$ cat src/sv/ddsa_pkg.sv
// Package for the decimal digit-serial ALU: item types, command and relation codes,
// digit constants. No dependencies.
package ddsa_pkg;

    localparam int DEFAULT_MAX_DIGITS = 31;

    // position counter: six bits, saturates at all ones
    localparam int              POS_W   = 6;
    localparam logic [POS_W-1:0] POS_SAT = '1;

    localparam logic [3:0] DIGIT_MAX = 4'd9;
    localparam logic [4:0] RADIX     = 5'd10;

    localparam logic [2:0] CMD_ADD = 3'd0;
    localparam logic [2:0] CMD_SUB = 3'd1;
    localparam logic [2:0] CMD_INC = 3'd2;
    localparam logic [2:0] CMD_CMP = 3'd3;
    localparam logic [2:0] CMD_PAL = 3'd4;

    localparam logic [1:0] REL_EQ = 2'd0;
    localparam logic [1:0] REL_LT = 2'd1;
    localparam logic [1:0] REL_GT = 2'd2;

    typedef struct packed {
        logic [2:0] cmd;
        logic [3:0] digit_a;
        logic [3:0] digit_b;
        logic       final_position;
    } t_in;

    typedef struct packed {
        logic [3:0] result_digit;
        logic       run_end;
        logic       borrow_out;
        logic       less;
        logic       greater;
        logic       equal;
        logic       palindrome;
        logic       overflow;
    } t_out;

    // per-item result of the digit step
    typedef struct packed {
        logic [3:0] digit;
        logic       carry;
        logic [1:0] rel;
        logic       emit;
        logic       two;
        logic       run_end;
        logic       brw;
        logic       lt;
        logic       gt;
        logic       eq;
        logic       is_pal;
    } t_step;

    function automatic logic [3:0] clamp_digit(input logic [3:0] d);
        return (d > DIGIT_MAX) ? DIGIT_MAX : d;
    endfunction

endpackage

$ cat src/sv/decimal_digit_serial_alu.sv
// Top level of the decimal digit-serial ALU: state, output register, carry slot.
// Depends on ddsa_pkg, ddsa_alu, ddsa_pal.
//
// Decimal (BCD) add, subtract, increment, compare and palindrome test on two
// numbers that arrive one digit position per item, least significant first, the
// most significant position flagged by final_position. Digits above nine count
// as nine. Add, subtract and increment return one digit per item; add and
// increment return one more item (digit 1, run_end) when a carry leaves the top
// position. Compare and palindrome return a single item at the final position,
// as do the unused command codes. Subtract of a larger B from A returns the
// ten's complement digits and borrow_out on the last item. Positions past
// MAX_DIGITS are not stored and set overflow; the palindrome test then looks at
// the stored digits only. Rate: one item per clock unless the output stalls;
// an item that produces the extra carry item holds the input until its own
// digit item is taken. Results are registered: valid in the cycle after
// accept. The palindrome test is done on the fly with one digit comparator
// per store entry, so no end-of-number pass is needed.
module decimal_digit_serial_alu import ddsa_pkg::*; #(
    parameter int MAX_DIGITS = DEFAULT_MAX_DIGITS
) (
    input  logic i_clk,
    input  logic i_rst_n,
    input  logic i_in_valid,
    output logic o_in_stall,
    input  t_in  i_in_item,
    output logic o_out_valid,
    input  logic i_out_stall,
    output t_out o_out_item
);

    localparam logic [POS_W:0] LP_MAX = (POS_W+1)'(MAX_DIGITS);

    // per-number state
    logic             r_carry;
    logic [1:0]       r_rel;
    logic [POS_W-1:0] r_pos;
    logic             r_ovf;

    // output register plus a slot for the trailing carry item
    logic             r_out_valid;
    t_out             r_out;
    logic             r_xtra;
    t_out             r_xtra_item;

    logic             acc_in;
    logic             out_take;
    logic [3:0]       a_c;
    logic [3:0]       b_c;
    logic             fin;
    logic             ovf_now;
    logic             pal_ok;
    t_step            step;
    t_out             n_out;
    t_out             n_xtra_item;

    assign o_in_stall = r_xtra | (r_out_valid & i_out_stall);
    assign acc_in     = i_in_valid & ~o_in_stall;
    assign out_take   = r_out_valid & ~i_out_stall;

    assign a_c = clamp_digit(i_in_item.digit_a);
    assign b_c = clamp_digit(i_in_item.digit_b);
    assign fin = i_in_item.final_position;

    // overflow seen by this item's results includes its own position
    assign ovf_now = r_ovf | ({1'b0, r_pos} >= LP_MAX);

    ddsa_alu u_alu (
        .i_cmd   (i_in_item.cmd),
        .i_a     (a_c),
        .i_b     (b_c),
        .i_fin   (fin),
        .i_first (r_pos == '0),
        .i_carry (r_carry),
        .i_rel   (r_rel),
        .o_step  (step)
    );

    ddsa_pal #(
        .MAX_DIGITS (MAX_DIGITS)
    ) u_pal (
        .i_clk   (i_clk),
        .i_rst_n (i_rst_n),
        .i_en    (acc_in),
        .i_digit (a_c),
        .i_pos   (r_pos),
        .i_final (fin),
        .o_pal   (pal_ok)
    );

    always_comb begin
        n_out.result_digit = step.digit;
        n_out.run_end      = step.run_end;
        n_out.borrow_out   = step.brw;
        n_out.less         = step.lt;
        n_out.greater      = step.gt;
        n_out.equal        = step.eq;
        n_out.palindrome   = step.is_pal & pal_ok;
        n_out.overflow     = ovf_now;

        n_xtra_item              = '0;
        n_xtra_item.result_digit = 4'd1;
        n_xtra_item.run_end      = 1'b1;
        n_xtra_item.overflow     = ovf_now;
    end

    // state: everything but the digit store returns to reset after a final position
    always_ff @(posedge i_clk) begin
        if (!i_rst_n) begin
            r_carry <= 1'b0;
            r_rel   <= REL_EQ;
            r_pos   <= '0;
            r_ovf   <= 1'b0;
        end else if (acc_in) begin
            if (fin) begin
                r_carry <= 1'b0;
                r_rel   <= REL_EQ;
                r_pos   <= '0;
                r_ovf   <= 1'b0;
            end else begin
                r_carry <= step.carry;
                r_rel   <= step.rel;
                if (r_pos == POS_SAT) begin
                    r_ovf <= 1'b1;
                end else begin
                    r_ovf <= ovf_now;
                    r_pos <= r_pos + 1'b1;
                end
            end
        end
    end

    // output side: accept only when the register is free or being drained
    always_ff @(posedge i_clk) begin
        if (!i_rst_n) begin
            r_out_valid <= 1'b0;
            r_xtra      <= 1'b0;
        end else if (acc_in) begin
            r_out_valid <= step.emit;
            r_xtra      <= step.two;
        end else if (out_take) begin
            r_out_valid <= r_xtra;
            r_xtra      <= 1'b0;
        end
    end

    always_ff @(posedge i_clk) begin
        if (acc_in) begin
            r_out       <= n_out;
            r_xtra_item <= n_xtra_item;
        end else if (out_take && r_xtra) begin
            r_out <= r_xtra_item;
        end
    end

    assign o_out_valid = r_out_valid;
    assign o_out_item  = r_out;

    // carry slot only fills behind a full output register
    a_xtra_needs_out: assert property (@(posedge i_clk) disable iff (!i_rst_n)
        r_xtra |-> r_out_valid)
        else $error("carry item pending with empty output register");

    // a pending carry item blocks new input
    a_xtra_blocks_in: assert property (@(posedge i_clk) disable iff (!i_rst_n)
        r_xtra |-> o_in_stall)
        else $error("input accepted while carry item pending");

    // a final position closes the number
    a_final_clears: assert property (@(posedge i_clk) disable iff (!i_rst_n)
        (acc_in && fin) |=> (r_pos == '0 && !r_carry && !r_ovf && r_rel == REL_EQ))
        else $error("number state not cleared after final position");

    // status flags other than overflow only ride on the last item of a number
    a_flags_at_end: assert property (@(posedge i_clk) disable iff (!i_rst_n)
        (o_out_valid && !o_out_item.run_end) |->
            !(o_out_item.less || o_out_item.greater || o_out_item.equal ||
              o_out_item.palindrome || o_out_item.borrow_out))
        else $error("status flag set on a non-final result item");

    // a delivered digit item with a carry pending must be followed by the trailing carry digit
    a_xtra_drains: assert property (@(posedge i_clk) disable iff (!i_rst_n)
        (r_xtra && out_take) |=> (r_out_valid && !r_xtra && o_out_item.run_end))
        else $error("trailing carry item lost");

endmodule

$ cat src/sv/ddsa_alu.sv
// Combinational digit step: add, subtract, increment, compare per position, and end-of-number flags for every command.
// Depends on ddsa_pkg.
module ddsa_alu import ddsa_pkg::*; (
    input  logic [2:0] i_cmd,
    input  logic [3:0] i_a,
    input  logic [3:0] i_b,
    input  logic       i_fin,
    input  logic       i_first,
    input  logic       i_carry,
    input  logic [1:0] i_rel,
    output t_step      o_step
);

    logic [4:0] sum;
    logic [4:0] sub;
    logic       cin;
    logic [1:0] rel;

    always_comb begin
        o_step = '0;
        sum    = '0;
        sub    = '0;
        cin    = i_first ? 1'b0 : i_carry;
        rel    = i_first ? REL_EQ : i_rel;
        o_step.carry = i_carry;
        o_step.rel   = i_rel;
        unique case (i_cmd) inside
            CMD_ADD, CMD_INC: begin
                if (i_cmd == CMD_INC) begin
                    sum = {1'b0, i_a} + {4'd0, i_first | i_carry};
                end else begin
                    sum = {1'b0, i_a} + {1'b0, i_b} + {4'd0, cin};
                end
                o_step.carry   = (sum >= RADIX);
                o_step.digit   = o_step.carry ? 4'(sum - RADIX) : sum[3:0];
                o_step.emit    = 1'b1;
                o_step.two     = i_fin & o_step.carry;
                o_step.run_end = i_fin & ~o_step.carry;
            end
            CMD_SUB: begin
                sub = {1'b0, i_b} + {4'd0, cin};
                if ({1'b0, i_a} >= sub) begin
                    o_step.digit = 4'({1'b0, i_a} - sub);
                    o_step.carry = 1'b0;
                end else begin
                    o_step.digit = 4'({1'b0, i_a} + RADIX - sub);
                    o_step.carry = 1'b1;
                end
                o_step.emit    = 1'b1;
                o_step.run_end = i_fin;
                o_step.brw     = i_fin & o_step.carry;
            end
            CMD_CMP: begin
                if (i_a < i_b) begin
                    rel = REL_LT;
                end else if (i_a > i_b) begin
                    rel = REL_GT;
                end
                o_step.rel     = rel;
                o_step.emit    = i_fin;
                o_step.run_end = i_fin;
                o_step.lt      = i_fin & (rel == REL_LT);
                o_step.gt      = i_fin & (rel == REL_GT);
                o_step.eq      = i_fin & (rel == REL_EQ);
            end
            CMD_PAL: begin
                o_step.emit    = i_fin;
                o_step.run_end = i_fin;
                o_step.is_pal  = i_fin;
            end
            default: begin
                o_step.emit    = i_fin;
                o_step.run_end = i_fin;
            end
        endcase
    end

endmodule

$ cat src/sv/ddsa_pal.sv
// Digit store and running mirror flags for the palindrome test.
// Depends on ddsa_pkg.
module ddsa_pal import ddsa_pkg::*; #(
    parameter int MAX_DIGITS = DEFAULT_MAX_DIGITS
) (
    input  logic             i_clk,
    input  logic             i_rst_n,
    input  logic             i_en,
    input  logic [3:0]       i_digit,
    input  logic [POS_W-1:0] i_pos,
    input  logic             i_final,
    output logic             o_pal
);

    localparam int               IDX_W = $clog2(MAX_DIGITS);
    localparam logic [POS_W:0]   LP_MAX = (POS_W+1)'(MAX_DIGITS);
    localparam logic [POS_W:0]   LP_LAST = (POS_W+1)'(MAX_DIGITS - 1);

    // r_mir[q]: all pairs seen so far agree for length q + pos + 1
    logic [MAX_DIGITS-1:0] r_mir;
    logic [MAX_DIGITS-1:0] keep;
    logic [3:0]            r_store [MAX_DIGITS];
    logic                  past_store;
    logic                  at_last;

    assign past_store = ({1'b0, i_pos} >= LP_MAX);
    assign at_last    = ({1'b0, i_pos} >= LP_LAST);

    always_comb begin
        for (int q = 0; q < MAX_DIGITS; q++) begin
            keep[q] = r_mir[q] &
                      ((POS_W'(q) < i_pos) ? (i_digit == r_store[q]) : 1'b1);
        end
    end

    // beyond the store, the length is clamped: the flags froze at the last entry
    assign o_pal = past_store ? (r_mir[0] & (r_store[MAX_DIGITS-1] == r_store[0]))
                              : keep[0];

    always_ff @(posedge i_clk) begin
        if (!i_rst_n) begin
            r_mir <= '1;
        end else if (i_en) begin
            if (i_final) begin
                r_mir <= '1;
            end else if (!at_last) begin
                r_mir <= {1'b1, keep[MAX_DIGITS-1:1]};
            end
        end
    end

    always_ff @(posedge i_clk) begin
        if (i_en && !past_store) begin
            r_store[i_pos[IDX_W-1:0]] <= i_digit;
        end
    end

endmodule

$ cat config.mk
export PLATFORM = sky130hd
export DESIGN_NAME = decimal_digit_serial_alu
export DESIGN_NICKNAME = d
export VERILOG_FILES = /design/src/sv/ddsa_pkg.sv /design/src/sv/decimal_digit_serial_alu.sv /design/src/sv/ddsa_alu.sv /design/src/sv/ddsa_pal.sv
export SDC_FILE = /design/constraint.sdc
export NUM_CORES = 1
export LEC_CHECK = 0
export ABC_AREA = 0
export ABC_CLOCK_PERIOD_IN_PS = 6500
export BUFFER_PORTS_ARGS = -buffer_cell sky130_fd_sc_hd__buf_2
export CAP_MARGIN = 20
export CORE_UTILIZATION = 45
export CTS_CLUSTER_DIAMETER = 40
export DETAILED_ROUTE_END_ITERATION = 6
export PLACE_DENSITY_LB_ADDON = 0.25
export SYNTH_ARGS = -nofsm -noshare
export SYNTH_HDL_FRONTEND = slang
export SYNTH_SLANG_ARGS = --single-unit
export TNS_END_PERCENT = 5
$ cat constraint.sdc
create_clock -name i_clk -period 6.5 [get_ports i_clk]
set_clock_uncertainty 0.15 [all_clocks]
set_input_delay 1.95 -clock i_clk [delete_from_list [all_inputs] [get_ports i_clk]]
set_output_delay 1.95 -clock i_clk [all_outputs]
set_load 0.05 [all_outputs]
==> metrics.txt <==
Met1 Wirelength=8541 um; RSZ-0062 raised after global routing=no; Core Box Area=18,830 um2; Site Rows=50; Post-CTS Setup Bufs=0; initial drt markers=around 520; final WL=19,090 um; Synth warnings=0; CTS-repair resized insts=0; Longest Clk Path Bufs=2; DR vias/cell=5.708; fin crit share=0.7671; gr usage total=0.1979; largest net degree at the start of global routing=92; Fin Setup TNS=0 ns; Power Density=between 200 and 300 nW/um2; Worst Setup End Kind=register; Critical Path RT=6.51 ns; Leak=0.003389 uW; Slew Limit Headroom=0.3227; Max Freq=200.5 MHz; CTS tree=built; GPL Wtd Cong=between 0.8 and 0.9; Final min period=4.986 ns; Final ANT Viol Nets=0; post-synth cell types=63; fillers=1,654; DRC=0; Gate Count Post-Synth=772; Ports=29; layout cell share with drive strength beyond 1=0.09398; met3 WL=974 um; Syn Area/Cell=11.28 um2; wire per inst=18.04 um; Num CTS Buffers=17; Die X=141.1 um; hold buffers post-CTS=0; CTS root buf=clkbuf_16; register area share after synthesis=0.5654; total grt overflow=0; Worst Hold Class=reg2reg; Die Y=141.1 um; Final Hold Slack=0.3028 ns; CP arrival=5.00 ns; worst vdd ir=0.0001832 V; Sink Count=178; Final Util=0.5123; placed insts=between 1,000 and 1,500; final count of hold timing violations=0; synthesis-stage register bit count=178; most frequent cells in the layout=136 x edfxtp_1, 102 x nor2_1, 70 x xor2_1; Most used DFF post-synth=edfxtp_1; IO Port Bufs=28; Worst Setup Start Kind=input port; DIE AREA=19,920 um2; Post-synth EDFFs=136; Max Used Layer=met4; Post-Layout Cell Count=1,058; final slew viol count=0; initial antenna violation count=0; Mapped Nets=815; global-route wire length before repair=roughly 30,000 um; most common cell after layout, fill and taps aside=edfxtp_1; metal2 WL=9236 um; latest clock arrival within the worst-skew pair=0.43 ns; First-pass DRT Iterations=4; CP Max Fanout=35; nets=828; Setup violations, final=0; Starting Density=0.4626; Max-Cap Viols=0; Post-synth ARST share=0; cell area after synthesis=8711 um2; vias in the first global route=5,823; synthesis-to-layout area growth=10.74%; number of H-tree levels=4; Worst-path clk slew=0.07 ns; Antenna diodes=0; worst setup path category=in2reg; worst-margin pin slew=1.016 ns; outcome=complete, no violations; hpwl dp=around 11,000 um; Via Count=roughly 6,000
-- through the flow --
stage               total power, uW  worst slack (ns)  cell area [um2]
finish                         2459             1.514             9647
global route                   2541             1.282             9647
CTS                            2466             1.460             9592
detailed placement             1500             1.023             9035
global placement               1493             1.099             9035
floorplan                      1441             1.179             8711
-- report_power, final --
group / switching (uW) / internal (uW)
registers: 6.28 / 1230
logic: 158 / 80.7
clock network: 437 / 542
-- cell families (layout without fill, tap and decap cells) --
logic type,count (synthesis),after routing,share of synthesized area
buffers and inverters,65,91,0.03332
AO/OA/AOI/OAI,153,153,0.1194
flip-flops,178,178,0.5654
AND/OR/NAND/NOR,241,241,0.1303
multiplexers,4,4,0.004884
XOR/XNOR,104,104,0.1046
adder cells (fa/ha/maj),27,27,0.04223
-- critical path, stage by stage --
cell	delay, ns
buf_2	0.09
buf_4	0.51
nand2b_1	0.29
inv_1	0.11
buf_4	0.41
ha_1	0.25
nor3_1	0.07
or4_1	0.48
a31oi_2	0.33
mux2_1	0.37
nand2_1	0.07
o21ai_1	0.06
-- flip-flops by register name (all words and copies together), names as in the netlist --
| signal | flops |
|---|---|
| o_out_item | 11 |
| u_pal.r_store | 124 |
| r_xtra_item | 1 |
| r_ovf | 1 |
| r_carry | 1 |
| u_pal.r_mir | 30 |
| r_rel | 2 |
| o_out_valid | 1 |
| r_xtra | 1 |
| r_pos | 6 |
-- final cells by class --
cell class	instances	area (um2)	area share
Timing Repair Buffer	38	255.2	0.02646
Inverter	21	78.83	0.008171
Tap cell	260	325.3	0.03372
Clock buffer	21	450.4	0.04669
Multi-Input combinational cell	529	3506	0.3634
Sequential cell	178	4925	0.5105
Clock inverter	11	106.4	0.01102
-- per-layer routing --
metal	up-vias	GRT usage
li1	2838	-
met1	3005	0.2609
met2	171	0.3257
met3	25	0.03906
met4	0	0.06808
met5	-	0
-- cell usage after synthesis, types with 9 or more instances --
| master | n | area, um2 |
|---|---|---|
| a21oi_1 | 16 | 80.08 |
| a2bb2oi_1 | 29 | 254.0 |
| a31oi_1 | 32 | 200.2 |
| buf_2 | 10 | 50.05 |
| clkbuf_1 | 27 | 101.4 |
| dfxtp_1 | 42 | 840.8 |
| edfxtp_1 | 136 | 4084 |
| ha_1 | 23 | 287.8 |
| inv_1 | 20 | 75.07 |
| nand2_1 | 45 | 168.9 |
| nor2_1 | 103 | 386.6 |
| nor2b_1 | 9 | 56.30 |
| nor3_1 | 15 | 75.07 |
| nor4_1 | 29 | 181.4 |
| o21ai_0 | 32 | 160.2 |
| o31ai_1 | 12 | 90.09 |
| xnor2_1 | 34 | 297.8 |
| xor2_1 | 70 | 613.1 |
-- final timing paths --
path	cells past startpoint	slack (ns)	start	endpoint
worst max-delay path	12	1.51	i_in_item[6]	o_out_item[10]
worst min-delay path	2	0.30	u_pal.r_mir[7]	u_pal.r_mir[6]
worst max register to register	15	2.00	r_pos[1]	o_out_item[10]
worst min register to register	2	0.30	u_pal.r_mir[7]	u_pal.r_mir[6]
Note: power is estimated with default switching activity, not from simulation.
